`config.mk`:
```
export PLATFORM = sky130hd
export DESIGN_NAME = keypad_set_position_servo
export DESIGN_NICKNAME = d
export VERILOG_FILES = /design/src/hdl/kpss_pkg.sv /design/src/hdl/kpss_ctrl.sv /design/src/hdl/kpss_dp.sv /design/src/hdl/keypad_set_position_servo.sv
export SDC_FILE = /design/constraint.sdc
export NUM_CORES = 1
export LEC_CHECK = 0
export BUFFER_PORTS_ARGS = -buffer_cell sky130_fd_sc_hd__buf_2
export CAP_MARGIN = 15
export CORE_UTILIZATION = 45
export CTS_CLUSTER_DIAMETER = 50
export DETAILED_ROUTE_END_ITERATION = 16
export MAX_ROUTING_LAYER = met4
export PLACE_DENSITY = 0.6
export SETUP_SLACK_MARGIN = 0.2
export SLEW_MARGIN = 5
export SYNTH_ARGS = -nofsm -noshare
export SYNTH_HDL_FRONTEND = slang
export SYNTH_HIERARCHICAL = 1
export SYNTH_SLANG_ARGS = --single-unit
```
`constraint.sdc`:
```
create_clock -name clk -period 10.81 [get_ports clk]
set_input_delay 0.5405 -clock clk [delete_from_list [all_inputs] [get_ports clk]]
set_output_delay 0.5405 -clock clk [all_outputs]
set_load 0.01 [all_outputs]
```
`src/hdl/kpss_pkg.sv`:
```
package kpss_pkg;

  // Encoder counts over one turn; the count wraps over 0..COUNTS_PER_TURN.
  localparam int COUNTS_PER_TURN = 160;
  localparam int PWM_TOP         = 1023;
  localparam int MAX_ANGLE       = 360;
  localparam int REF_RESET       = 90;

  localparam int GAIN_RESET      = 256;
  localparam int PWM_BASE_RESET  = 25;
  localparam int DEAD_BAND_RESET = 0;

  // Field widths.
  localparam int MODE_W   = 2;
  localparam int DIGIT_W  = 4;
  localparam int POS_W    = 8;
  localparam int GAIN_W   = 16;
  localparam int DUTY_W   = 10;
  localparam int DB_W     = 8;
  localparam int STAT_W   = 2;
  localparam int ANGLE_W  = 11;
  localparam int MAG_W    = 16;
  localparam int CFG_IDX_W = 2;
  localparam int CFG_W    = 16;

  // Shared multiplier operand widths and product width.
  localparam int MUL_A_W = 18;
  localparam int MUL_B_W = 26;
  localparam int PROD_W  = MUL_A_W + MUL_B_W;

  // Constant division by multiplication with a rounded-up reciprocal.
  localparam int RECIP_SH   = 26;
  localparam int REF_RECIP  = ((1 << RECIP_SH) + MAX_ANGLE - 1) / MAX_ANGLE;
  localparam int DUTY_RECIP = ((1 << RECIP_SH) + COUNTS_PER_TURN - 1) / COUNTS_PER_TURN;

  // Q8.8 clamp limit on the drive magnitude.
  localparam int MAG_LIMIT = COUNTS_PER_TURN * 256;

  typedef enum logic [MODE_W-1:0] {
    MODE_ENCODER = 2'd0,
    MODE_DIGIT   = 2'd1,
    MODE_COMMIT  = 2'd2,
    MODE_NONE    = 2'd3
  } mode_t;

  typedef enum logic [STAT_W-1:0] {
    ENTRY_NONE     = 2'd0,
    ENTRY_ACCEPTED = 2'd1,
    ENTRY_REJECTED = 2'd2
  } entry_t;

  typedef enum logic [CFG_IDX_W-1:0] {
    CFG_GAIN      = 2'd0,
    CFG_PWM_BASE  = 2'd1,
    CFG_DEAD_BAND = 2'd2
  } cfg_idx_t;

  typedef enum logic [2:0] {
    MUL_ANGLE = 3'd0,
    MUL_RECIP = 3'd1,
    MUL_GAIN  = 3'd2,
    MUL_SPAN  = 3'd3,
    MUL_DUTY  = 3'd4
  } mul_sel_t;

  typedef struct packed {
    logic     ld_item;
    logic     upd;
    logic     mul_en;
    mul_sel_t mul_sel;
    logic     ld_ref;
    logic     ld_err;
    logic     ld_clamp;
    logic     ld_out;
  } kpss_cmd_t;

  typedef struct packed {
    logic take_angle;
    logic out_free;
  } kpss_sts_t;

endpackage

```
`src/hdl/kpss_ctrl.sv`:
```
module kpss_ctrl (
  input  logic               clk,
  input  logic               rst_n,
  input  logic               in_tvalid,
  output logic               in_tready,
  input  kpss_pkg::kpss_sts_t sts,
  output kpss_pkg::kpss_cmd_t cmd
);
  import kpss_pkg::*;

  typedef enum logic [9:0] {
    S_IDLE = 10'b00_0000_0001,
    S_UPD  = 10'b00_0000_0010,
    S_MA   = 10'b00_0000_0100,
    S_MR   = 10'b00_0000_1000,
    S_REF  = 10'b00_0001_0000,
    S_ERR  = 10'b00_0010_0000,
    S_CLMP = 10'b00_0100_0000,
    S_DMUL = 10'b00_1000_0000,
    S_DDIV = 10'b01_0000_0000,
    S_OUT  = 10'b10_0000_0000
  } state_t;

  state_t state_r, state_nxt;

  assign in_tready = (state_r == S_IDLE);

  always_comb begin
    state_nxt    = state_r;
    cmd          = '0;
    cmd.mul_sel  = MUL_GAIN;
    case (state_r)
      S_IDLE: begin
        if (in_tvalid) begin
          cmd.ld_item = 1'b1;
          state_nxt   = S_UPD;
        end
      end
      S_UPD: begin
        cmd.upd   = 1'b1;
        state_nxt = sts.take_angle ? S_MA : S_ERR;
      end
      S_MA: begin
        cmd.mul_en  = 1'b1;
        cmd.mul_sel = MUL_ANGLE;
        state_nxt   = S_MR;
      end
      S_MR: begin
        cmd.mul_en  = 1'b1;
        cmd.mul_sel = MUL_RECIP;
        state_nxt   = S_REF;
      end
      S_REF: begin
        cmd.ld_ref = 1'b1;
        state_nxt  = S_ERR;
      end
      S_ERR: begin
        cmd.mul_en  = 1'b1;
        cmd.mul_sel = MUL_GAIN;
        cmd.ld_err  = 1'b1;
        state_nxt   = S_CLMP;
      end
      S_CLMP: begin
        cmd.ld_clamp = 1'b1;
        state_nxt    = S_DMUL;
      end
      S_DMUL: begin
        cmd.mul_en  = 1'b1;
        cmd.mul_sel = MUL_SPAN;
        state_nxt   = S_DDIV;
      end
      S_DDIV: begin
        cmd.mul_en  = 1'b1;
        cmd.mul_sel = MUL_DUTY;
        state_nxt   = S_OUT;
      end
      S_OUT: begin
        if (sts.out_free) begin
          cmd.ld_out = 1'b1;
          state_nxt  = S_IDLE;
        end
      end
      default: state_nxt = S_IDLE;
    endcase
  end

  always_ff @(posedge clk) begin
    if (!rst_n) begin
      state_r <= S_IDLE;
    end else begin
      state_r <= state_nxt;
    end
  end

endmodule

```
`src/hdl/kpss_dp.sv`:
```
module kpss_dp (
  input  logic                          clk,
  input  logic                          rst_n,
  input  logic                          cfg_wr_en,
  input  logic [kpss_pkg::CFG_IDX_W-1:0] cfg_addr,
  input  logic [kpss_pkg::CFG_W-1:0]    cfg_wdata,
  input  logic [kpss_pkg::MODE_W-1:0]   in_mode,
  input  logic                          in_direction,
  input  logic [kpss_pkg::DIGIT_W-1:0]  in_key_digit,
  input  kpss_pkg::kpss_cmd_t           cmd,
  output kpss_pkg::kpss_sts_t           sts,
  input  logic                          out_tready,
  output logic                          out_tvalid,
  output logic [kpss_pkg::DUTY_W-1:0]   out_duty_forward,
  output logic [kpss_pkg::DUTY_W-1:0]   out_duty_reverse,
  output logic [kpss_pkg::POS_W-1:0]    out_shaft_position,
  output logic [kpss_pkg::POS_W-1:0]    out_target_position,
  output logic [kpss_pkg::STAT_W-1:0]   out_entry_status
);
  import kpss_pkg::*;

  // Configuration registers.
  logic [GAIN_W-1:0] gain_r;
  logic [DUTY_W-1:0] pwm_base_r;
  logic [DB_W-1:0]   dead_band_r;

  // Captured item.
  logic [MODE_W-1:0]  mode_r;
  logic               dir_r;
  logic [DIGIT_W-1:0] key_r;

  // Servo state.
  logic [POS_W-1:0]   position_r;
  logic [POS_W-1:0]   reference_r;
  logic [1:0]         dcnt_r;
  logic [DIGIT_W-1:0] hund_r, tens_r, ones_r;
  logic [STAT_W-1:0]  status_r;
  logic [ANGLE_W-1:0] angle_r;

  // Arithmetic pipeline registers.
  logic [PROD_W-1:0]  prod_r;
  logic               neg_r, enz_r;
  logic [MAG_W-1:0]   mag_r;
  logic               drive_r;

  // Output register.
  logic               out_valid_r;
  logic [DUTY_W-1:0]  fwd_r, rev_r;
  logic [POS_W-1:0]   shaft_r, target_r;
  logic [STAT_W-1:0]  ostat_r;

  logic [ANGLE_W-1:0] angle_c;
  logic               commit_full;
  logic               neg_c;
  logic [POS_W-1:0]   emag_c;
  logic [MUL_A_W-1:0] mul_a;
  logic [MUL_B_W-1:0] mul_b;
  logic [PROD_W-1:0]  prod_c;
  logic [DUTY_W-1:0]  span_c;
  logic [DUTY_W:0]    duty_sum;
  logic [DUTY_W-1:0]  duty_c;
  logic [MAG_W-1:0]   mag_c;

  // Held digits to an angle; shifts and adds only.
  assign angle_c = ANGLE_W'(hund_r) * ANGLE_W'(100) + ANGLE_W'(tens_r) * ANGLE_W'(10)
                 + ANGLE_W'(ones_r);
  assign commit_full     = (mode_r == MODE_COMMIT) && (dcnt_r == 2'd3);
  assign sts.take_angle  = commit_full && (angle_c <= ANGLE_W'(MAX_ANGLE));
  assign sts.out_free    = !out_valid_r || out_tready;

  assign neg_c  = reference_r < position_r;
  assign emag_c = neg_c ? (position_r - reference_r) : (reference_r - position_r);

  assign span_c = (pwm_base_r >= DUTY_W'(PWM_TOP)) ? '0 : (DUTY_W'(PWM_TOP) - pwm_base_r);

  // The dead band is tested against the clamped magnitude.
  assign mag_c = (prod_r > PROD_W'(MAG_LIMIT)) ? MAG_W'(MAG_LIMIT) : prod_r[MAG_W-1:0];

  always_comb begin
    mul_a = '0;
    mul_b = '0;
    case (cmd.mul_sel)
      MUL_ANGLE: begin
        mul_a = MUL_A_W'(angle_r);
        mul_b = MUL_B_W'(COUNTS_PER_TURN);
      end
      MUL_RECIP: begin
        mul_a = MUL_A_W'(prod_r[16:0]);
        mul_b = MUL_B_W'(REF_RECIP);
      end
      MUL_GAIN: begin
        mul_a = MUL_A_W'(emag_c);
        mul_b = MUL_B_W'(gain_r);
      end
      MUL_SPAN: begin
        mul_a = MUL_A_W'(mag_r);
        mul_b = MUL_B_W'(span_c);
      end
      MUL_DUTY: begin
        mul_a = prod_r[8 +: MUL_A_W];
        mul_b = MUL_B_W'(DUTY_RECIP);
      end
      default: begin
        mul_a = '0;
        mul_b = '0;
      end
    endcase
  end

  assign prod_c = PROD_W'(mul_a) * PROD_W'(mul_b);

  // The quotient of the duty scaling never exceeds the span, so it fits the duty width.
  assign duty_sum = {1'b0, pwm_base_r} + {1'b0, prod_r[RECIP_SH +: DUTY_W]};
  assign duty_c   = duty_sum[DUTY_W] ? DUTY_W'(PWM_TOP) : duty_sum[DUTY_W-1:0];

  always_ff @(posedge clk) begin
    if (!rst_n) begin
      gain_r      <= GAIN_W'(GAIN_RESET);
      pwm_base_r  <= DUTY_W'(PWM_BASE_RESET);
      dead_band_r <= DB_W'(DEAD_BAND_RESET);
    end else if (cfg_wr_en) begin
      case (cfg_idx_t'(cfg_addr))
        CFG_GAIN:      gain_r      <= cfg_wdata[GAIN_W-1:0];
        CFG_PWM_BASE:  pwm_base_r  <= cfg_wdata[DUTY_W-1:0];
        CFG_DEAD_BAND: dead_band_r <= cfg_wdata[DB_W-1:0];
        default: ;
      endcase
    end
  end

  always_ff @(posedge clk) begin
    if (cmd.ld_item) begin
      mode_r <= in_mode;
      dir_r  <= in_direction;
      key_r  <= in_key_digit;
    end
    if (cmd.mul_en) begin
      prod_r <= prod_c;
    end
    if (cmd.upd) begin
      angle_r <= angle_c;
    end
    if (cmd.ld_err) begin
      neg_r <= neg_c;
      enz_r <= (emag_c != '0);
    end
    if (cmd.ld_clamp) begin
      mag_r   <= mag_c;
      drive_r <= enz_r && (mag_c > {dead_band_r, 8'd0});
    end
    if (cmd.ld_out) begin
      fwd_r    <= (drive_r && !neg_r) ? duty_c : '0;
      rev_r    <= (drive_r &&  neg_r) ? duty_c : '0;
      shaft_r  <= position_r;
      target_r <= reference_r;
      ostat_r  <= status_r;
    end
  end

  always_ff @(posedge clk) begin
    if (!rst_n) begin
      position_r  <= '0;
      reference_r <= POS_W'(REF_RESET);
      dcnt_r      <= '0;
      hund_r      <= '0;
      tens_r      <= '0;
      ones_r      <= '0;
      status_r    <= ENTRY_NONE;
    end else begin
      if (cmd.upd) begin
        status_r <= ENTRY_NONE;
        case (mode_t'(mode_r))
          MODE_ENCODER: begin
            if (dir_r) begin
              position_r <= (position_r >= POS_W'(COUNTS_PER_TURN)) ? '0
                          : position_r + POS_W'(1);
            end else begin
              position_r <= (position_r == '0) ? POS_W'(COUNTS_PER_TURN)
                          : position_r - POS_W'(1);
            end
          end
          MODE_DIGIT: begin
            case (dcnt_r)
              2'd0:    hund_r <= key_r;
              2'd1:    tens_r <= key_r;
              2'd2:    ones_r <= key_r;
              default: ;
            endcase
            if (dcnt_r != 2'd3) begin
              dcnt_r <= dcnt_r + 2'd1;
            end
          end
          MODE_COMMIT: begin
            if (commit_full) begin
              dcnt_r   <= '0;
              status_r <= sts.take_angle ? ENTRY_ACCEPTED : ENTRY_REJECTED;
            end
          end
          default: ;
        endcase
      end
      if (cmd.ld_ref) begin
        reference_r <= prod_r[RECIP_SH +: POS_W];
      end
    end
  end

  always_ff @(posedge clk) begin
    if (!rst_n) begin
      out_valid_r <= 1'b0;
    end else if (cmd.ld_out) begin
      out_valid_r <= 1'b1;
    end else if (out_tready) begin
      out_valid_r <= 1'b0;
    end
  end

  assign out_tvalid          = out_valid_r;
  assign out_duty_forward    = fwd_r;
  assign out_duty_reverse    = rev_r;
  assign out_shaft_position  = shaft_r;
  assign out_target_position = target_r;
  assign out_entry_status    = ostat_r;

endmodule

```
`src/hdl/keypad_set_position_servo.sv`:
```
// An item steps through update, error, clamp, duty span and duty division, then its result
// is loaded once the output register is free; a commit key whose three digits form an
// accepted angle first rescales the reference. One item is taken at a time: the sequencer
// steps one shared multiplier through angle, gain, duty span and division products.
// Reset (rst_n low at a clock edge): position 0, reference 90, no digits held,
// gain 1.0, PWM base 25, dead band 0, no result pending.
module keypad_set_position_servo (
  input  logic        clk,
  input  logic        rst_n,
  // Configuration write port.
  input  logic        cfg_wr_en,
  input  logic [1:0]  cfg_addr,
  input  logic [15:0] cfg_wdata,
  // Input stream.
  input  logic        in_tvalid,
  output logic        in_tready,
  input  logic [7:0]  in_tdata,   // [0] direction, [4:1] key_digit, [7:5] zero
  input  logic [1:0]  in_tuser,   // [1:0] mode
  // Result stream.
  output logic        out_tvalid,
  input  logic        out_tready,
  output logic [39:0] out_tdata   // [9:0] duty_forward, [19:10] duty_reverse,
                                  // [27:20] shaft_position, [35:28] target_position,
                                  // [37:36] entry_status, [39:38] zero
);
  import kpss_pkg::*;

  kpss_cmd_t cmd;
  kpss_sts_t sts;

  logic [DUTY_W-1:0] duty_forward, duty_reverse;
  logic [POS_W-1:0]  shaft_position, target_position;
  logic [STAT_W-1:0] entry_status;

  // The controller sequences one item at a time; it takes a new transfer only when idle,
  // which it reaches as soon as the previous result sits in the output register.
  kpss_ctrl u_ctrl (
    .clk       (clk),
    .rst_n     (rst_n),
    .in_tvalid (in_tvalid),
    .in_tready (in_tready),
    .sts       (sts),
    .cmd       (cmd)
  );

  // The datapath holds the servo state, the settings, the shared multiplier and the
  // output register that decouples the result side from the input side.
  kpss_dp u_dp (
    .clk                 (clk),
    .rst_n               (rst_n),
    .cfg_wr_en           (cfg_wr_en),
    .cfg_addr            (cfg_addr),
    .cfg_wdata           (cfg_wdata),
    .in_mode             (in_tuser),
    .in_direction        (in_tdata[0]),
    .in_key_digit        (in_tdata[4:1]),
    .cmd                 (cmd),
    .sts                 (sts),
    .out_tready          (out_tready),
    .out_tvalid          (out_tvalid),
    .out_duty_forward    (duty_forward),
    .out_duty_reverse    (duty_reverse),
    .out_shaft_position  (shaft_position),
    .out_target_position (target_position),
    .out_entry_status    (entry_status)
  );

  assign out_tdata = {2'b00, entry_status, target_position, shaft_position,
                      duty_reverse, duty_forward};

endmodule
```
==> report_table.html, run 1 <==
<table>
<tr><th>Metric</th><th>Value</th></tr>
<tr><th colspan="2">Global routing</th></tr>
<tr><td>Antenna violations before repair</td><td>0</td></tr>
<tr><td>Final global-route overflow total</td><td>0</td></tr>
<tr><td>Global-route usage over all layers</td><td>0.262</td></tr>
<tr><td>Vias in the first global route</td><td>approximately 16,000</td></tr>
<tr><td>Pin count of the biggest net entering global routing</td><td>73</td></tr>
<tr><td>First-pass GRT wire length</td><td>91,000 um</td></tr>
<tr><th colspan="2">Synth</th></tr>
<tr><td>Primary flip-flop cell chosen by synthesis mapping</td><td>sky130_fd_sc_hd__edfxtp_1</td></tr>
<tr><td>Average cell area after synthesis</td><td>approximately 9.3 um^2</td></tr>
<tr><td>Share of flip-flops with an asynchronous set or reset</td><td>0</td></tr>
<tr><td>Leading cell types by count after synthesis</td><td>437 x sky130_fd_sc_hd__inv_1, 263 x sky130_fd_sc_hd__fa_1, 236 x sky130_fd_sc_hd__nand2_1, 205 x sky130_fd_sc_hd__ha_1, 158 x sky130_fd_sc_hd__nor2_1</td></tr>
<tr><td>Number of synthesized flops with an enable pin</td><td>approximately 120</td></tr>
<tr><td>Portion of synthesized cell area occupied by the leading cell type</td><td>0.250</td></tr>
<tr><td>Cell taking the most area after synthesis</td><td>sky130_fd_sc_hd__fa_1</td></tr>
<tr><td>Synth top area cells</td><td>sky130_fd_sc_hd__fa_1 25%, sky130_fd_sc_hd__edfxtp_1 16%, sky130_fd_sc_hd__ha_1 12%</td></tr>
<tr><td>Post-Synthesis Cell Area</td><td>~0.021 mm^2</td></tr>
<tr><td>Count of mapped cells out of synthesis</td><td>approximately 2,300</td></tr>
<tr><td>Unique cell type count in the Yosys netlist</td><td>82</td></tr>
<tr><td>Synthesis Warnings</td><td>6</td></tr>
<tr><td>Register bit count reported by yosys</td><td>about 190</td></tr>
<tr><td>Most common cell in the synthesized netlist</td><td>sky130_fd_sc_hd__inv_1</td></tr>
<tr><td>Post-synthesis sequential area ratio</td><td>0.237</td></tr>
<tr><th colspan="2">Setup path</th></tr>
<tr><td>Worst EP required</td><td>approximately 11,000 ps</td></tr>
<tr><td>Depth of the worst register-to-register path</td><td>28</td></tr>
<tr><td>Nature of the critical path endpoint</td><td>register</td></tr>
<tr><td>Delay of the slowest cell on the worst path</td><td>680 ps</td></tr>
<tr><td>Cell at the slowest stage of the critical path</td><td>sky130_fd_sc_hd__fa_1</td></tr>
<tr><td>Arrival @ worst endpoint</td><td>around 10,000 ps</td></tr>
<tr><td>Critical path launch point type</td><td>register</td></tr>
<tr><td>Cell type with the highest occurrence count on the critical path</td><td>sky130_fd_sc_hd__fa_1</td></tr>
<tr><td>Category of the critical setup timing path</td><td>reg -&gt; reg</td></tr>
<tr><td>Critical Path Fanout Max</td><td>15</td></tr>
<tr><th colspan="2">STA</th></tr>
<tr><td>Final Critical Period</td><td>roughly 10,000 ps</td></tr>
<tr><td>Transition time of the tightest slew-check pin</td><td>1000 ps</td></tr>
<tr><td>Achievable frequency</td><td>99.4 MHz</td></tr>
<tr><td>Number of max-slew violations in the final report</td><td>0</td></tr>
<tr><td>Hold slack final</td><td>approximately 250 ps</td></tr>
<tr><td>Clock skew after layout</td><td>~14 ps</td></tr>
<tr><td>Number of hold-slack violations in the final timing report</td><td>0</td></tr>
<tr><td>Final total negative setup slack</td><td>0 ps</td></tr>
<tr><td>RSZ-0062 raised after global routing</td><td>false</td></tr>
<tr><td>Headroom to the max-slew limit</td><td>0.329</td></tr>
<tr><td>Final clock period utilization by the worst path</td><td>0.930</td></tr>
<tr><td>Final number of setup-violating endpoints</td><td>0</td></tr>
<tr><th colspan="2">Floorplanning</th></tr>
<tr><td>Overall die height</td><td>about 220 um</td></tr>
<tr><td>Width of the die</td><td>218 um</td></tr>
<tr><td>Area enclosed by the die boundary</td><td>0.0476 mm^2</td></tr>
<tr><td>Number of top-level design ports</td><td>75</td></tr>
<tr><td>Core box area</td><td>approximately 0.046 mm^2</td></tr>
<tr><td>Initial Util</td><td>0.460</td></tr>
<tr><td>Cell row count</td><td>about 80</td></tr>
<tr><th colspan="2">Final layout</th></tr>
<tr><td>Multi-input gate area</td><td>roughly 0.014 mm^2</td></tr>
<tr><td>Area Growth Syn to Fin</td><td>8.47%</td></tr>
<tr><td>Sequential standard cell area</td><td>0.00499 mm^2</td></tr>
<tr><td>Number of nets in the layout</td><td>2,821</td></tr>
<tr><td>Fraction of layout instances using a drive strength above 1</td><td>0.0802</td></tr>
<tr><td>Fraction of the core area covered by cells at the end of the flow</td><td>0.499</td></tr>
<tr><td># fillers</td><td>between 4,000 and 5,000</td></tr>
<tr><th colspan="2">Clock tree</th></tr>
<tr><td>Clock-pin transition on the worst setup and hold timing paths</td><td>roughly 80 ps</td></tr>
<tr><td>Clock H-tree levels</td><td>4</td></tr>
<tr><td>Master cell of the clock root buffer</td><td>sky130_fd_sc_hd__clkbuf_16</td></tr>
<tr><td>Buffers from clock root to sink, at most</td><td>2</td></tr>
<tr><td>Sinks on the clock net</td><td>roughly 190</td></tr>
<tr><td>CTS buffer count</td><td>17</td></tr>
<tr><td>CTS tree</td><td>yes</td></tr>
<tr><td>Worst skew pair latency</td><td>about 460 ps</td></tr>
<tr><th colspan="2">Drt</th></tr>
<tr><td>Post-detailed-route wirelength per cell</td><td>between 15 and 20 um</td></tr>
<tr><td>Via/cell ratio</td><td>5.41</td></tr>
<tr><td>Via count</td><td>15,900</td></tr>
<tr><td>Detailed router's first-iteration violation count</td><td>around 1,300</td></tr>
<tr><td>Drt first pass iters</td><td>6</td></tr>
<tr><td>Drt drc</td><td>0</td></tr>
<tr><td>Total Wirelength</td><td>57,900 um</td></tr>
<tr><td>Remaining number of nets flagged by the antenna check after routing</td><td>0</td></tr>
<tr><th colspan="2">Worst hold path</th></tr>
<tr><td>Worst Hold Class</td><td>in -&gt; reg</td></tr>
<tr><td>Number of cells traversed by the worst hold path</td><td>1</td></tr>
<tr><th colspan="2">Placement</th></tr>
<tr><td>Last weighted congestion value of the routability-driven placer</td><td>between 0.9 and 1</td></tr>
<tr><td>DP HPWL</td><td>around 48,000 um</td></tr>
<tr><td>Port buffer count</td><td>slightly below 70</td></tr>
<tr><th colspan="2">Power and ir drop</th></tr>
<tr><td>Standby leakage power</td><td>~11 nW</td></tr>
<tr><td>Power per standard cell area</td><td>84.3 mW/mm^2</td></tr>
<tr><td>Maximum vdd drop</td><td>about 0.00011 V</td></tr>
<tr><th colspan="2">Job</th></tr>
<tr><td>Max Cap Viol</td><td>0</td></tr>
<tr><th colspan="2">Run status</th></tr>
<tr><td>Outcome</td><td>finished, final reports clean</td></tr>
</table>
[layer usage]
| layer | GRT usage | up-vias | part of all wire |
|---|---|---|---|
| li1 | - | 7436 | - |
| met1 | 0.352 | 7809 | 0.43 |
| met2 | 0.407 | 521 | 0.46 |
| met3 | 0.0370 | 100 | 0.076 |
| met4 | 0.0851 | 0 | 0.031 |
| met5 | - | - | 0 |
[per-stage QoR]
step,setup WS (ps),power [mW],area (um^2),cells
4_1_cts,467,1.93,22800,2932
6_report,753,1.92,22800,2934
3_5_place_dp,537,1.27,22200,2900
5_1_grt,395,2.02,22800,2933
2_1_floorplan,2060,1.13,21100,2268
3_3_place_gp,679,1.26,22200,2900
[what timing repair did]
action,CTS,global route
setup buffers,0,0
hold buffers,0,0
setup endpoints to repair,0,1
gates resized for setup,0,7
[worst max-delay path, delay by kind of cell (launching register included)]
family                     cells  cell delay [ps]
adders and majority gates      7             3570
and+or+nand+nor                8             2750
AOI/OAI and AO/OA              8             2380
buffers and inverters          4              600
DFF                            1              370
xor gates and xnor gates       1              120
[where the power goes]
group | switching, mW | internal [mW] | total [mW] | leakage, nW
Sequential | 0.0204 | 0.797 | 0.818 | 1.65
Combinational | 0.279 | 0.163 | 0.442 | 9.06
Clock | 0.325 | 0.339 | 0.664 | 0.299
[state kept, by name, summed over array words and instances (netlist names), 10 cells and up]
name                   cells
u_dp/angle_r              11
u_dp/out_duty_reverse     10
u_dp/prod_r               40
u_dp/out_duty_forward     10
u_dp/mag_r                16
u_ctrl/state_r            10
u_dp/gain_r               16
u_dp/pwm_base_r           10
[final timing paths]
| path | endpoint | slack, ps | start |
|---|---|---|---|
| max | u_dp/prod_r[37] | 750 | u_ctrl/state_r[5] |
| min | u_dp/mode_r[1] | 250 | in_tuser[1] |
| max reg2reg | u_dp/prod_r[37] | 750 | u_ctrl/state_r[5] |
| min reg2reg | u_dp/out_entry_status[1] | 440 | u_dp/status_r[1] |
[layout by cell type, fill, tap and decap left out, drive strengths merged, types with 28 or more instances in the layout]
master,count
dfxtp,77
fa,263
nand2,236
buf,104
nand3,38
xnor2,37
o21ai,55
a21oi,78
nor2,158
ha,205
nor2b,58
edfxtp,115
mux2i,31
inv,443
and3,37
and2,28
a21boi,31
[cells by family (layout without fill, tap and decap cells)]
logic type,after synthesis,in the layout,synth area share
multiplexers,37,37,0.0181
adder cells (fa/ha/maj),468,468,0.372
other,3,13,0.000535
buffers and inverters,508,573,0.0917
XOR/XNOR,54,54,0.0225
AND/OR/NAND/NOR,674,674,0.154
flip-flops,192,192,0.237
AO/OA/AOI/OAI,323,323,0.104
[cell type report]
type                    instances  share of cell area
inverters                     437              0.0718
repair buffers                104              0.0268
flip-flops and latches        192               0.219
multi-input cells            1568               0.623
diodes                          1            0.000110
well taps                     600              0.0329
clock inverters                13             0.00745
clock buffers                  19              0.0194
Note: power is estimated with default switching activity, not from simulation.
==> run 2, diff against run 1 <==
--- a/config.mk
+++ b/config.mk
@@ -10,6 +10,7 @@
 export CORE_UTILIZATION = 45
 export CTS_CLUSTER_DIAMETER = 50
 export DETAILED_ROUTE_END_ITERATION = 16
+export GPL_TIMING_DRIVEN = 0
 export MAX_ROUTING_LAYER = met4
 export PLACE_DENSITY = 0.6
 export SETUP_SLACK_MARGIN = 0.2
==> report_table.html, run 2 (synthesis gave the netlist of run 1 again) <==
<table>
<tr><th>Metric</th><th>Value</th></tr>
<tr><th colspan="2">STA</th></tr>
<tr><td>Headroom to the max-slew limit</td><td>0.185 (-0.144)</td></tr>
<tr><td>Final Critical Period</td><td>10,260 ps (+200 ps)</td></tr>
<tr><td>Final number of setup-violating endpoints</td><td>0 (unchanged)</td></tr>
<tr><td>Clock skew after layout</td><td>13.0 ps (-0.641 ps)</td></tr>
<tr><td>Transition time of the tightest slew-check pin</td><td>1220 ps (+220 ps)</td></tr>
<tr><td>Number of hold-slack violations in the final timing report</td><td>0 (unchanged)</td></tr>
<tr><td>RSZ-0062 raised after global routing</td><td>false</td></tr>
<tr><td>Achievable frequency</td><td>97.5 MHz (-2.0%)</td></tr>
<tr><td>Final clock period utilization by the worst path</td><td>0.949 (+0.0185)</td></tr>
<tr><td>Final total negative setup slack</td><td>0 ps (unchanged)</td></tr>
<tr><td>Number of max-slew violations in the final report</td><td>0 (unchanged)</td></tr>
<tr><th colspan="2">Global routing</th></tr>
<tr><td>Pin count of the biggest net entering global routing</td><td>25 (-66%)</td></tr>
<tr><td>Antenna violations before repair</td><td>1 (+1)</td></tr>
<tr><td>First-pass GRT wire length</td><td>95,100 um (+4.5%)</td></tr>
<tr><td>Global-route usage over all layers</td><td>0.273 (+0.0111)</td></tr>
<tr><td>Final global-route overflow total</td><td>0 (unchanged)</td></tr>
<tr><td>Vias in the first global route</td><td>16,800 (+3.8%)</td></tr>
<tr><th colspan="2">Final layout</th></tr>
<tr><td>Total inserted antenna cells</td><td>0 (-1)</td></tr>
<tr><td>Largest registers</td><td>u_dp/prod_r (40), u_dp/gain_r (16), u_dp/mag_r (16)</td></tr>
<tr><td>Fraction of layout instances using a drive strength above 1</td><td>0.0741 (-0.00608)</td></tr>
<tr><td>Number of nets in the layout</td><td>2,864 (+1.5%)</td></tr>
<tr><td># fillers</td><td>4,295 (+0.14%)</td></tr>
<tr><td>Flip-flop count of the largest register after layout</td><td>40 (unchanged)</td></tr>
<tr><td>Final std cells w/o fill</td><td>2,976 (+1.4%)</td></tr>
<tr><td>Register name with the most flops</td><td>u_dp/prod_r</td></tr>
<tr><td>Area Growth Syn to Fin</td><td>8.98%</td></tr>
<tr><td>Most common cell after layout, fill and taps aside</td><td>sky130_fd_sc_hd__inv_1</td></tr>
<tr><td>Top library cells by usage in the layout, fill and taps aside</td><td>437 x sky130_fd_sc_hd__inv_1, 263 x sky130_fd_sc_hd__fa_1, 236 x sky130_fd_sc_hd__nand2_1, 205 x sky130_fd_sc_hd__ha_1, 154 x sky130_fd_sc_hd__nor2_1</td></tr>
<tr><th colspan="2">Floorplanning</th></tr>
<tr><td>Area enclosed by the die boundary</td><td>0.0476 mm^2 (unchanged)</td></tr>
<tr><td>Width of the die</td><td>218 um (unchanged)</td></tr>
<tr><td>Cell row count</td><td>78 (unchanged)</td></tr>
<tr><td>Overall die height</td><td>218 um (unchanged)</td></tr>
<tr><td>Number of top-level design ports</td><td>75 (unchanged)</td></tr>
<tr><td>Initial Util</td><td>0.460 (unchanged)</td></tr>
<tr><td>Core box area</td><td>0.0458 mm^2 (unchanged)</td></tr>
<tr><th colspan="2">Setup path</th></tr>
<tr><td>Cell family with the largest share of critical-path delay</td><td>adder cells</td></tr>
<tr><td>Slack of the worst reg-to-reg path</td><td>550 ps (-200 ps)</td></tr>
<tr><td>Depth of the worst register-to-register path</td><td>36 (+29%)</td></tr>
<tr><td>Nature of the critical path endpoint</td><td>register</td></tr>
<tr><td>Critical path launch point type</td><td>register</td></tr>
<tr><td>Category of the critical setup timing path</td><td>reg -&gt; reg</td></tr>
<tr><td>Worst EP required</td><td>11,020 ps (about the same)</td></tr>
<tr><td>Worst R2R Start</td><td>u_ctrl/state_r[1]</td></tr>
<tr><td>Delay of the slowest cell on the worst path</td><td>620 ps (-60 ps)</td></tr>
<tr><td>R2r endpoint</td><td>u_dp/prod_r[37]</td></tr>
<tr><td>Cell at the slowest stage of the critical path</td><td>sky130_fd_sc_hd__fa_1</td></tr>
<tr><td>Count of buffer and inverter cells on the critical path</td><td>11 (+7)</td></tr>
<tr><td>Arrival @ worst endpoint</td><td>10,470 ps (+210 ps)</td></tr>
<tr><td>Critical Path Fanout Max</td><td>10 (-5)</td></tr>
<tr><th colspan="2">Drt</th></tr>
<tr><td>Remaining number of nets flagged by the antenna check after routing</td><td>0 (unchanged)</td></tr>
<tr><td>Total Wirelength</td><td>59,800 um (+3.2%)</td></tr>
<tr><td>Post-detailed-route wirelength per cell</td><td>20.1 um (+1.8%)</td></tr>
<tr><td>Drt first pass iters</td><td>5 (-1)</td></tr>
<tr><td>Detailed router's first-iteration violation count</td><td>1,290 (-2.2%)</td></tr>
<tr><td>Via count</td><td>16,300 (+2.6%)</td></tr>
<tr><td>Via/cell ratio</td><td>5.47 (+1.1%)</td></tr>
<tr><td>Drt drc</td><td>0 (unchanged)</td></tr>
<tr><th colspan="2">Power and ir drop</th></tr>
<tr><td>Maximum vdd drop</td><td>0.000113 V (+3.8%)</td></tr>
<tr><td>Power per standard cell area</td><td>83.7 mW/mm^2 (-0.65%)</td></tr>
<tr><td>Standby leakage power</td><td>11.0 nW (about the same)</td></tr>
<tr><th colspan="2">Placement</th></tr>
<tr><td>Last weighted congestion value of the routability-driven placer</td><td>0.980 (+3.2%)</td></tr>
<tr><td>Port buffer count</td><td>69 (unchanged)</td></tr>
<tr><td>DP HPWL</td><td>49,700 um (+3.5%)</td></tr>
<tr><td>Number of cells after detailed placement</td><td>2,944 (+1.5%)</td></tr>
<tr><th colspan="2">Run status</th></tr>
<tr><td>Outcome</td><td>finished, final reports clean</td></tr>
<tr><th colspan="2">Clock tree</th></tr>
<tr><td>CTS buffer count</td><td>17 (unchanged)</td></tr>
<tr><td>Master cell of the clock root buffer</td><td>sky130_fd_sc_hd__clkbuf_16</td></tr>
<tr><td>Post-CTS setup-driven buffer insertion count</td><td>0 (unchanged)</td></tr>
<tr><td>CTS tree</td><td>yes</td></tr>
<tr><td>Sinks on the clock net</td><td>192 (unchanged)</td></tr>
<tr><td>Clock-pin transition on the worst setup and hold timing paths</td><td>80 ps (about the same)</td></tr>
<tr><td>Worst skew pair latency</td><td>470 ps (about the same)</td></tr>
<tr><td>Buffers from clock root to sink, at most</td><td>2 (unchanged)</td></tr>
<tr><td>Clock H-tree levels</td><td>4 (unchanged)</td></tr>
<tr><th colspan="2">Worst hold path</th></tr>
<tr><td>Worst Hold Class</td><td>in -&gt; reg</td></tr>
<tr><td>Hold Path End</td><td>u_dp/dir_r</td></tr>
<tr><td>Number of cells traversed by the worst hold path</td><td>1 (unchanged)</td></tr>
<tr><td>Beginning of the worst hold path</td><td>in_tdata[0]</td></tr>
<tr><th colspan="2">Job</th></tr>
<tr><td>Max Cap Viol</td><td>0 (unchanged)</td></tr>
</table>
==> run 2: cell count changes in the layout (fill, tap and decap cells not counted), moves of 3 or more <==
cell,delta
sky130_fd_sc_hd__buf_4,-27
sky130_fd_sc_hd__nor2_1,-3
sky130_fd_sc_hd__clkbuf_1,+50
sky130_fd_sc_hd__clkbuf_2,+7
sky130_fd_sc_hd__inv_6,+3
sky130_fd_sc_hd__buf_1,+6
sky130_fd_sc_hd__buf_2,+4
==> run 2: per-stage QoR <==
step	instance area (um^2)	hold slack [ps]	power [mW]	util	setup slack [ps]
after CTS	22900	208	1.94	0.500	224
after global routing	22900	217	2.02	0.501	197
after floorplan	21100	409	1.13	-	2060
after detailed placement	22300	434	1.27	0.487	155
after global placement	22200	432	1.26	0.485	141
final	22900	242	1.92	0.501	553
==> run 2: report_power, final <==
group | switching, mW | internal (mW)
sequential | 0.0210 | 0.797
combinational | 0.279 | 0.161
clock | 0.327 | 0.335
==> run 2: timing repair <==
| action | CTS | global route |
|---|---|---|
| hold buffers | 0 | 0 |
| pin swaps | 0 | 0 |
| setup endpoints to repair | 3 | 12 |
| resized for setup | 3 | 18 |
==> run 2: per-layer routing <==
| layer | track usage | vias up | wire length (um) |
|---|---|---|---|
| met4 | 0.0942 | 0 | 1680 |
| met3 | 0.0533 | 101 | 4520 |
| met1 | 0.366 | 8081 | 26700 |
| li1 | - | 7528 | - |
| met2 | 0.411 | 563 | 26900 |
| met5 | - | - | 0 |
==> run 2: how the worst max path moves through the flow <==
stage	start	to	slack, ps	cells past startpoint
CTS	u_ctrl/state_r[1]	u_dp/prod_r[37]	220	33
finish	u_ctrl/state_r[1]	u_dp/prod_r[37]	550	36
detailed placement	u_ctrl/state_r[1]	u_dp/prod_r[37]	150	33
global route	u_ctrl/state_r[1]	u_dp/prod_r[37]	200	32
floorplan	u_ctrl/state_r[1]	u_dp/prod_r[37]	2060	31
global placement	u_ctrl/state_r[1]	u_dp/prod_r[37]	140	33
==> run 2: cell type report <==
class | instances | area, um^2 | area share
multi-input combinational | 1568 | 14200 | 0.620
sequential | 192 | 4990 | 0.218
inverter | 437 | 1640 | 0.0715
tap | 600 | 751 | 0.0327
clock buffer | 17 | 425 | 0.0185
timing repair buffer | 76 | 418 | 0.0182
buffer | 71 | 295 | 0.0129
clock inverter | 15 | 188 | 0.00818
==> run 2: worst reg2reg max path: cells and delay by family (launching register included) <==
family / cells / cell delay [ps]
and+or+nand+nor: 9 / 1910
AOI/OAI and AO/OA: 8 / 2460
xor gates and xnor gates: 1 / 110
buffers and inverters: 11 / 1690
DFF: 1 / 310
adders and majority gates: 7 / 3520
==> run 3, diff against run 2 <==
--- a/config.mk
+++ b/config.mk
@@ -7,12 +7,12 @@
 export LEC_CHECK = 0
 export BUFFER_PORTS_ARGS = -buffer_cell sky130_fd_sc_hd__buf_2
 export CAP_MARGIN = 15
-export CORE_UTILIZATION = 45
+export CORE_UTILIZATION = 40
 export CTS_CLUSTER_DIAMETER = 50
 export DETAILED_ROUTE_END_ITERATION = 16
 export GPL_TIMING_DRIVEN = 0
 export MAX_ROUTING_LAYER = met4
-export PLACE_DENSITY = 0.6
+export PLACE_DENSITY = 0.55
 export SETUP_SLACK_MARGIN = 0.2
 export SLEW_MARGIN = 5
 export SYNTH_ARGS = -nofsm -noshare
==> constraint.sdc (replaced) <==
create_clock -name clk -period 9.9 [get_ports clk]
set_input_delay 0.495 -clock clk [delete_from_list [all_inputs] [get_ports clk]]
set_output_delay 0.495 -clock clk [all_outputs]
set_load 0.01 [all_outputs]
==> report_table.html, run 3 (synthesis gave the netlist of run 1 again) <==
<table>
<tr><th>Metric</th><th>Value</th></tr>
<tr><th colspan="2">Drt</th></tr>
<tr><td>Detailed router's first-iteration violation count</td><td>1,361 (+5.5%)</td></tr>
<tr><td>Drt drc</td><td>0 (unchanged)</td></tr>
<tr><td>Remaining number of nets flagged by the antenna check after routing</td><td>0 (unchanged)</td></tr>
<tr><td>Post-detailed-route wirelength per cell</td><td>20.2 um (+0.52%)</td></tr>
<tr><td>Total Wirelength</td><td>62,200 um (+4.0%)</td></tr>
<tr><td>Via/cell ratio</td><td>5.28 (-3.4%)</td></tr>
<tr><td>Drt first pass iters</td><td>5 (unchanged)</td></tr>
<tr><td>Via count</td><td>16,300 (-0.049%)</td></tr>
<tr><th colspan="2">Floorplanning</th></tr>
<tr><td>Area enclosed by the die boundary</td><td>0.0535 mm^2 (+12%)</td></tr>
<tr><td>Number of top-level design ports</td><td>75 (unchanged)</td></tr>
<tr><td>Overall die height</td><td>231 um (+6.0%)</td></tr>
<tr><td>Core box area</td><td>0.0516 mm^2 (+13%)</td></tr>
<tr><td>Width of the die</td><td>231 um (+6.0%)</td></tr>
<tr><td>Cell row count</td><td>83 (+6.4%)</td></tr>
<tr><td>Initial Util</td><td>0.408 (-0.0520)</td></tr>
<tr><th colspan="2">STA</th></tr>
<tr><td>Setup WS post-layout</td><td>539 ps (-13.6 ps)</td></tr>
<tr><td>Transition time of the tightest slew-check pin</td><td>1200 ps (-18.0 ps)</td></tr>
<tr><td>Hold slack final</td><td>180 ps (-61.8 ps)</td></tr>
<tr><td>Number of max-slew violations in the final report</td><td>0 (unchanged)</td></tr>
<tr><td>Clock skew after layout</td><td>10.5 ps (-2.53 ps)</td></tr>
<tr><td>RSZ-0062 raised after global routing</td><td>false</td></tr>
<tr><td>Final Critical Period</td><td>9360 ps (-896 ps)</td></tr>
<tr><td>Achievable frequency</td><td>107 MHz (+9.6%)</td></tr>
<tr><td>Number of hold-slack violations in the final timing report</td><td>0 (unchanged)</td></tr>
<tr><td>Headroom to the max-slew limit</td><td>0.197 (+0.0120)</td></tr>
<tr><td>Final number of setup-violating endpoints</td><td>0 (unchanged)</td></tr>
<tr><td>Final total negative setup slack</td><td>0 ps (unchanged)</td></tr>
<tr><td>Final clock period utilization by the worst path</td><td>0.946 (-0.00332)</td></tr>
<tr><th colspan="2">Worst hold path</th></tr>
<tr><td>Worst Hold Class</td><td>in -&gt; reg</td></tr>
<tr><th colspan="2">Power and ir drop</th></tr>
<tr><td>Standby leakage power</td><td>11.2 nW (+2.1%)</td></tr>
<tr><td>Maximum vdd drop</td><td>0.000145 V (+28%)</td></tr>
<tr><td>Power per standard cell area</td><td>90.4 mW/mm^2 (+8.0%)</td></tr>
<tr><td>Sum of internal, switching and leakage power</td><td>2.12 mW (+11%)</td></tr>
<tr><th colspan="2">Clock tree</th></tr>
<tr><td>Clock H-tree levels</td><td>4 (unchanged)</td></tr>
<tr><td>CTS buffer count</td><td>17 (unchanged)</td></tr>
<tr><td># hold bufs at CTS</td><td>0 (unchanged)</td></tr>
<tr><td>CTS tree</td><td>yes</td></tr>
<tr><td>Master cell of the clock root buffer</td><td>sky130_fd_sc_hd__clkbuf_16</td></tr>
<tr><td>Buffers from clock root to sink, at most</td><td>2 (unchanged)</td></tr>
<tr><td>Clock-pin transition on the worst setup and hold timing paths</td><td>80 ps (about the same)</td></tr>
<tr><td>Sinks on the clock net</td><td>192 (unchanged)</td></tr>
<tr><td>Worst skew pair latency</td><td>490 ps (+20 ps)</td></tr>
<tr><th colspan="2">Placement</th></tr>
<tr><td>Last weighted congestion value of the routability-driven placer</td><td>0.960 (-2.1%)</td></tr>
<tr><td>Worst setup slack before clock tree synthesis</td><td>-849 ps (-1000 ps)</td></tr>
<tr><td>Port buffer count</td><td>69 (unchanged)</td></tr>
<tr><td>DP HPWL</td><td>51,300 um (+3.2%)</td></tr>
<tr><th colspan="2">Global routing</th></tr>
<tr><td>First-pass GRT wire length</td><td>97,800 um (+2.9%)</td></tr>
<tr><td>Vias in the first global route</td><td>16,800 (-0.059%)</td></tr>
<tr><td>Final global-route overflow total</td><td>0 (unchanged)</td></tr>
<tr><td>Antenna violations before repair</td><td>2 (+1)</td></tr>
<tr><td>Pin count of the biggest net entering global routing</td><td>25 (unchanged)</td></tr>
<tr><td>Global-route usage over all layers</td><td>0.251 (-0.0215)</td></tr>
<tr><th colspan="2">Final layout</th></tr>
<tr><td>Number of nets in the layout</td><td>2,885 (+0.73%)</td></tr>
<tr><td>Top library cells by usage in the layout, fill and taps aside</td><td>437 x sky130_fd_sc_hd__inv_1, 263 x sky130_fd_sc_hd__fa_1, 232 x sky130_fd_sc_hd__nand2_1, 204 x sky130_fd_sc_hd__ha_1, 146 x sky130_fd_sc_hd__nor2_1</td></tr>
<tr><td>Largest registers</td><td>u_dp/prod_r (40), u_dp/gain_r (16), u_dp/mag_r (16)</td></tr>
<tr><td>Most common cell after layout, fill and taps aside</td><td>sky130_fd_sc_hd__inv_1</td></tr>
<tr><td>Register name with the most flops</td><td>u_dp/prod_r</td></tr>
<tr><td>Flip-flop count of the largest register after layout</td><td>40 (unchanged)</td></tr>
<tr><td>Area Growth Syn to Fin</td><td>11.6%</td></tr>
<tr><td>Fraction of layout instances using a drive strength above 1</td><td>0.103 (+0.0290)</td></tr>
<tr><th colspan="2">Setup path</th></tr>
<tr><td>Delay of the slowest cell on the worst path</td><td>560 ps (-60 ps)</td></tr>
<tr><td>Cell type with the highest occurrence count on the critical path</td><td>sky130_fd_sc_hd__fa_1</td></tr>
<tr><td>Category of the critical setup timing path</td><td>reg -&gt; reg</td></tr>
<tr><td>Nature of the critical path endpoint</td><td>register</td></tr>
<tr><td>Critical Path Fanout Max</td><td>10 (unchanged)</td></tr>
<tr><td>Worst R2R Start</td><td>u_ctrl/state_r[1]</td></tr>
<tr><td>Cell at the slowest stage of the critical path</td><td>sky130_fd_sc_hd__fa_1</td></tr>
<tr><td>Slack of the worst reg-to-reg path</td><td>540 ps (about the same)</td></tr>
<tr><td>Crit path to</td><td>u_dp/prod_r[37]</td></tr>
<tr><td>Critical path launch point type</td><td>register</td></tr>
<tr><td>Depth of the worst register-to-register path</td><td>32 (-11%)</td></tr>
<tr><td>Worst EP required</td><td>10,130 ps (-890 ps)</td></tr>
<tr><td>Worst setup path startpoint</td><td>u_ctrl/state_r[1]</td></tr>
<tr><td>Arrival @ worst endpoint</td><td>9590 ps (-880 ps)</td></tr>
<tr><td>R2r endpoint</td><td>u_dp/prod_r[37]</td></tr>
<tr><th colspan="2">Run status</th></tr>
<tr><td>Outcome</td><td>finished, final reports clean</td></tr>
<tr><th colspan="2">Job</th></tr>
<tr><td>Max Cap Viol</td><td>0 (unchanged)</td></tr>
</table>
[run 3: worst min-delay path by stage]
stage	from	to	slack, ps	cells past startpoint
after floorplan	u_dp/status_r[1]	u_dp/out_entry_status[1]	410	0
after global placement	u_dp/status_r[0]	u_dp/out_entry_status[0]	440	0
after detailed placement	u_dp/status_r[1]	u_dp/out_entry_status[1]	440	0
after CTS	in_tdata[0]	u_dp/dir_r	130	1
after global routing	in_tuser[0]	u_dp/mode_r[0]	150	1
final	in_tdata[0]	u_dp/dir_r	180	1
[run 3: per-layer routing]
layer  GRT usage  vias up  share of wire
met5           -        -              0
met4      0.0828        0          0.030
met3      0.0472      106          0.070
met2       0.379      489           0.45
met1       0.340     8104           0.45
li1            -     7566              -
[run 3: critical path, delay by kind of cell, from the launching register on]
family | cells | cell delay (ps)
adders and majority gates | 7 | 3500
DFF | 1 | 310
xor gates and xnor gates | 1 | 110
and+or+nand+nor | 6 | 1660
AOI/OAI and AO/OA | 8 | 2250
buffers and inverters | 10 | 1270
[run 3: stage by stage]
step	instances	util	instance area (um^2)
2_1_floorplan	2268	-	21100
3_3_place_gp	3017	0.432	22300
3_5_place_dp	3024	0.433	22400
4_1_cts	3060	0.450	23200
5_1_grt	3078	0.455	23500
6_report	3079	0.455	23500
[run 3: cell type report]
cell class	count	area, um^2
Tap cell	680	851
Clock buffer	17	425
Antenna cell	2	5.00
Timing Repair Buffer	98	596
Buffer	69	333
Clock inverter	15	194
Multi-Input combinational cell	1569	14400
Fill cell	5002	28100
Sequential cell	192	5000
Inverter	437	1640
[run 3: timing repair]
| action | 4_1_cts | 5_1_grt |
|---|---|---|
| gates resized for setup | 46 | 65 |
| gates cloned | 0 | 1 |
| pin swaps | 1 | 8 |
| setup endpoints to repair | 22 | 17 |
| setup buffers | 4 | 18 |
[run 3: power breakdown]
part | internal, mW | switching, mW
combinational | 0.183 | 0.311
sequential | 0.870 | 0.0232
clock | 0.365 | 0.371
total | 1.42 | 0.706
